===== config.mk =====
export PLATFORM = sky130hd
export DESIGN_NAME = fpa_div_stage
export DESIGN_NICKNAME = d
export VERILOG_FILES = /design/src/sv/fpa_div_stage.sv
export SDC_FILE = /design/constraint.sdc
export NUM_CORES = 1
export LEC_CHECK = 0
export ABC_CLOCK_PERIOD_IN_PS = 6400
export BUFFER_PORTS_ARGS = -buffer_cell sky130_fd_sc_hd__buf_4
export CORE_MARGIN = 3
export CORE_UTILIZATION = 25
export CTS_CLUSTER_DIAMETER = 60
export DETAILED_ROUTE_END_ITERATION = 10
export GPL_ROUTABILITY_DRIVEN = 0
export HOLD_SLACK_MARGIN = 0.15
export PLACE_DENSITY = 0.47
export SETUP_SLACK_MARGIN = 0.3
export SLEW_MARGIN = 20
export SYNTH_ARGS = -nofsm -noshare
export SYNTH_HDL_FRONTEND = slang
export SYNTH_SLANG_ARGS = --single-unit

===== constraint.sdc =====
create_clock -name i_clk -period 6.4 [get_ports i_clk]
set_input_delay 1.28 -clock i_clk [delete_from_list [all_inputs] [get_ports i_clk]]
set_output_delay 1.28 -clock i_clk [all_outputs]
set_load 0.03 [all_outputs]

===== src/sv/fpa_div_stage.sv =====
// One registered restoring-division step: one quotient bit per stage.
`default_nettype none
module fpa_div_stage #(
    parameter int NW = 40
) (
    input  wire logic          i_clk,
    input  wire logic          i_ld,
    input  wire logic [31:0]   i_rem,
    input  wire logic [NW-1:0] i_num,
    input  wire logic [31:0]   i_den,
    input  wire logic [NW-1:0] i_quo,
    output logic      [31:0]   o_rem,
    output logic      [NW-1:0] o_num,
    output logic      [31:0]   o_den,
    output logic      [NW-1:0] o_quo
);
    logic [32:0] trial;
    logic [32:0] diff;
    logic        fits;
    logic [31:0] n_rem;

    // Shift in the next numerator bit and try to subtract the divisor.
    always_comb begin
        trial = {i_rem, i_num[NW-1]};
        diff  = trial - {1'b0, i_den};
        fits  = (trial >= {1'b0, i_den});
        n_rem = fits ? diff[31:0] : trial[31:0];
    end

    always_ff @(posedge i_clk) begin
        if (i_ld) begin
            o_rem <= n_rem;
            o_num <= i_num << 1;
            o_den <= i_den;
            o_quo <= {i_quo[NW-2:0], fits};
        end
    end
endmodule
`default_nettype wire


==> reports/results.ini, run 1 <==
[yosys]
synth.top_cell.area_share_pct=64.74
ys_seq_area_share_pct=64.74
synthesized_cell_area_um2=6633
ys_ff_latch=143
synth_top_flop_cell=sky130_fd_sc_hd__edfxtp_1
synthCells=504
asyncSetResetFlopFracSynth_pct=0
postSynthNetCount=683
post_synth_main_area_contributors=sky130_fd_sc_hd__edfxtp_1, sky130_fd_sc_hd__ha_1, sky130_fd_sc_hd__a21oi_1
synth_enable_flop_cells=143
synth.yosys.warnings=0
synth.avg_cell_area_um2=13.16
synth.distinct_cells=50
synthDominantAreaCellType=sky130_fd_sc_hd__edfxtp_1

[detailed_routing]
via_count=4989
post-route-drc-count=0
detail_route.first_pass.iterations=6
post_drt_wl_per_cell_um=18.45
first_iter_violations=277
routed_wl_mm=21.01
avgViaCountPerCell=4.380
antenna_violating_nets_left=0

[die]
initial_utilization_pct=25.89
chipHeight_um=168.9
row_count=58
floorplan.io_pins=290
design.core.area_um2=25620
die_area_um2=28520
die_w_um=168.9

[pwr]
p_total_w=0.002844
cell_leakage_power_nw=4.189
cellPowerDensity_nw_per_um2=293.6
max_vdd_drop_v=0.0001709

[worst_setup_path]
worst_ep_required_time_ps=6570
critical_path_cell_sequence=buf_4 -> inv_1 -> ha_1 -> and3_1 -> nand4_1 -> nor4b_1 -> a21o_1 -> o21a_2 -> o21ai_0 -> o21a_1
max_stage_delay_ps=770
end_kind=flip-flop
cpMaxStageDelayCell=sky130_fd_sc_hd__o21a_2
worstPathMaxFanout=40
worstSetupPathType=in -> reg
timing.critical_path.from_type=input port
timing.critical_path.arrival_ps=4360
timing.critical_path.buf_inv=2
path_delay_family=compound AO/OA/AOI/OAI gates

[layout]
synthToLayoutAreaGrowth_pct=46.05
mostFrequentLayoutCell=sky130_fd_sc_hd__buf_4
final_core_util_pct=37.81
filler_cell_count=2558
share_of_final_layout_standard_cells_stronger_than_drive_strength_1_pct=41.58
final_cell_mix=sky130_fd_sc_hd__buf_4, sky130_fd_sc_hd__edfxtp_1, sky130_fd_sc_hd__a21oi_1, sky130_fd_sc_hd__inv_1, sky130_fd_sc_hd__nor2_1
nNetsFinal=974

[grt]
pin_count_of_the_biggest_net_entering_global_routing=96
first_global_vias=5047
grt_first_pass_wirelength_mm=30.83
gr-total-overflow=0
track_usage_pct=14.34
grt_antenna_before_repair=1

[clock_tree]
cts_sinks=143
cts_setup_buffers=0
clock_path_buffers=2
clk_root_buffer_cell=sky130_fd_sc_hd__clkbuf_16
clkSlewWorstSetupHoldPaths_ps=70
cts_tree=yes
number_of_instances_resized_during_post_cts_repair=0
tritoncts.num_buffers=17
cts-hold-fix-buffers=0
cts_htree_levels=4

[sta]
finalCriticalPeriod_ps=4184
final_min_period_over_clock_period_pct=65.37
achievable-frequency_ghz=0.2390
hold_viol_final=0
slew-limit-headroom_pct=36.64
finalMaxSlewViolations=0
unrepaired_setup_endpoints_after_global_routing=no
max_slew.worst_pin.slew_ps=950.3
setup_failing_eps_final=0
worst_setup_slack_final_ps=2216
finalSetupTns_ps=0
hold-worst-slack_ps=1031

[place]
io_buffers=287
dpl_worst_slack_ps=1717
hpwl_mm=16.31

[flow_run]
max_cap_violations=0

[hold_path]
min-delay-path-class=in -> reg

[status]
status=completed

metrics by stage:
step,area (um2),cells
floorplan,6633,504
global placement,9109,1106
detailed placement,9109,1106
CTS,9684,1138
global route,9684,1138
finish,9687,1139
worst paths after layout:
check / from / to / depth (start not counted)
worst min-delay path: i_quo[12] / o_quo[13] / 1
worst max-delay path: i_den[24] / o_rem[3] / 10
Yosys cell counts (3+ instances only):
master                      number
sky130_fd_sc_hd__o21bai_1        5
sky130_fd_sc_hd__nand3_1         8
sky130_fd_sc_hd__a21oi_1        54
sky130_fd_sc_hd__mux2_4          8
sky130_fd_sc_hd__ha_1           32
sky130_fd_sc_hd__clkbuf_1        6
sky130_fd_sc_hd__a211oi_1        3
sky130_fd_sc_hd__nand4_1         8
sky130_fd_sc_hd__edfxtp_1      143
sky130_fd_sc_hd__nand2b_1        7
sky130_fd_sc_hd__a2111oi_0       3
sky130_fd_sc_hd__buf_2           5
sky130_fd_sc_hd__inv_1          46
sky130_fd_sc_hd__o21ai_0        17
sky130_fd_sc_hd__o31ai_1         7
sky130_fd_sc_hd__buf_6           5
sky130_fd_sc_hd__o21a_1          6
sky130_fd_sc_hd__a21o_1          8
sky130_fd_sc_hd__nor2_1         37
sky130_fd_sc_hd__nand2_1        24
sky130_fd_sc_hd__nor3_1          3
sky130_fd_sc_hd__and2_1          3
sky130_fd_sc_hd__xor2_1         10
sky130_fd_sc_hd__o21ai_1         4
sky130_fd_sc_hd__xnor2_1        16
flip-flops by register name (all words and copies together), names as in the netlist:
signal	count
o_quo	40
o_num	39
o_den	32
o_rem	32
per-layer routing:
layer	track usage [%]	vias up	share of wire, %
li1	-	2442	-
met1	17.46	2340	41
met2	23.85	189	48
met3	4.858	16	9.0
met4	4.874	2	1.4
met5	0	-	0.062
report_power, final:
part,switching (W),internal [W],total (W),leakage [nW]
sequential,0.0000235,0.00114,0.00117,1.40
clock,0.000469,0.000519,0.000989,0.280
combinational,0.000414,0.000276,0.000690,2.51
kinds of logic after synthesis:
logic type | after synthesis | share of synthesized area, %
and+or+nand+nor | 107 | 7.885
other | 1 | 0.05654
AOI/OAI and AO/OA | 120 | 11.04
muxes | 10 | 2.113
adders and majority gates | 33 | 6.338
DFF | 143 | 64.74
buffers and inverters | 64 | 4.395
xor gates and xnor gates | 26 | 3.433
area by class of cell:
type	count	area [um2]	area share (%)
clock inverters	15	150.1	1.550
diodes	1	2.502	0.02583
flip-flops and latches	143	4294	44.33
multi-input cells	297	2048	21.14
repair buffers	290	2181	22.51
inverters	46	172.7	1.782
well taps	330	412.9	4.262
clock buffers	17	425.4	4.392
(Power assumes the default switching activity.)
==> inputs of run 2 (changes only) <==
- ABC_CLOCK_PERIOD_IN_PS: 6400 -> 3800
- PLACE_DENSITY: 0.47 -> 0.48
- clock period: 6.4 -> 3.8 ns (I/O delays scaled with it)
==> reports/results.ini, run 2 (synthesized netlist as in run 1, its figures left out) <==
[clock_tree]
number_of_instances_resized_during_post_cts_repair=0
clock_path_buffers=2
cts-hold-fix-buffers=0
cts_tree=yes
clkSlewWorstSetupHoldPaths_ps=70
tritoncts.num_buffers=17
clk_root_buffer_cell=sky130_fd_sc_hd__clkbuf_16
cts_setup_buffers=0
cts_sinks=143
cts_htree_levels=4

[layout]
reg_top3=o_quo: 40 flops, o_num: 39 flops
nNetsFinal=984
n_antenna_cell=0
share_of_final_layout_standard_cells_stronger_than_drive_strength_1_pct=42.30
synthToLayoutAreaGrowth_pct=47.63
mostFrequentLayoutCell=sky130_fd_sc_hd__buf_4
final_cell_mix=sky130_fd_sc_hd__buf_4, sky130_fd_sc_hd__edfxtp_1, sky130_fd_sc_hd__a21oi_1, sky130_fd_sc_hd__inv_1, sky130_fd_sc_hd__nor2_1
filler_cell_count=2561
finalInstanceArea_um2=9792
number_of_flip_flops_under_the_largest_register_name=40
register_name_with_the_most_flops=o_quo

[die]
row_count=58
die_w_um=168.9
design.core.area_um2=25620
initial_utilization_pct=25.89
die_area_um2=28520
chipHeight_um=168.9
floorplan.io_pins=290

[sta]
slew-limit-headroom_pct=51.14
hold_viol_final=0
worst_setup_slack_final_ps=516.4
max_slew.worst_pin.slew_ps=732.9
final_min_period_over_clock_period_pct=86.41
unrepaired_setup_endpoints_after_global_routing=no
finalMaxSlewViolations=0
setup_failing_eps_final=0
finalCriticalPeriod_ps=3284
finalSetupTns_ps=0
achievable-frequency_ghz=0.3045
hold-worst-slack_ps=503.0

[worst_setup_path]
timing.critical_path.arrival_ps=3450
worstPathMaxFanout=30
cpMaxStageDelayCell=sky130_fd_sc_hd__nor4b_1
worst_ep_required_time_ps=3970
end_kind=flip-flop
timing.critical_path.from_type=input port
timing.critical_path.buf_inv=2
worstSetupPathType=in -> reg
max_stage_delay_ps=590
path_delay_family=simple AND/OR/NAND/NOR gates
critical_path_cell_sequence=buf_4 -> ha_1 -> and3_1 -> nand4_1 -> nor4b_1 -> a21o_1 -> o21a_2 -> buf_12 -> mux2_4

[pwr]
max_vdd_drop_v=0.0002565
p_total_w=0.004808
cell_leakage_power_nw=4.252
cellPowerDensity_nw_per_um2=491.0

[detailed_routing]
post-route-drc-count=0
detail_route.first_pass.iterations=4
avgViaCountPerCell=4.386
antenna_violating_nets_left=0
routed_wl_mm=21.48
first_iter_violations=214
post_drt_wl_per_cell_um=18.71
via_count=5035

[grt]
gr-total-overflow=0
pin_count_of_the_biggest_net_entering_global_routing=74
first_global_vias=5137
track_usage_pct=14.43
grt_first_pass_wirelength_mm=30.98
grt_antenna_before_repair=2

[place]
dpl_worst_slack_ps=153.8
hpwl_mm=16.87
dpl_cell_area_um2=9221
io_buffers=287

[status]
status=completed

[flow_run]
max_cap_violations=0

[hold_path]
min-delay-path-class=in -> reg

run 2: worst paths after layout:
check	startpoint	end	slack, ps	depth (start not counted)
worst min-delay path	i_num[16]	o_num[17]	500	1
worst max-delay path	i_rem[22]	o_rem[14]	520	9
run 2: report_power, final:
group / switching (W) / internal, W
Clock: 0.000780 / 0.000873
Combinational: 0.000705 / 0.000484
Sequential: 0.0000422 / 0.00192
run 2: cell type report:
class / count / area, um2 / area share (%)
clock buffers: 17 / 425.4 / 4.344
clock inverters: 15 / 145.1 / 1.482
inverters: 46 / 172.7 / 1.763
multi-input cells: 297 / 2048 / 20.92
flip-flops and latches: 143 / 4294 / 43.85
well taps: 330 / 412.9 / 4.217
repair buffers: 300 / 2293 / 23.42
run 2: per-stage QoR:
step	instances	util, %
2_1_floorplan	504	-
3_3_place_gp	1116	36.00
3_5_place_dp	1116	36.00
4_1_cts	1148	38.22
5_1_grt	1148	38.22
6_report	1148	38.22
run 2: routing by layer:
metal  vias up  wire, um  GRT usage (%)  share of wire [%]
li1       2458         -              -                  -
met3        16      1767          4.904                8.2
met5         -        27              0               0.13
met2       198     10700          25.17                 50
met4         4       174          3.522               0.81
met1      2359      8810          17.13                 41
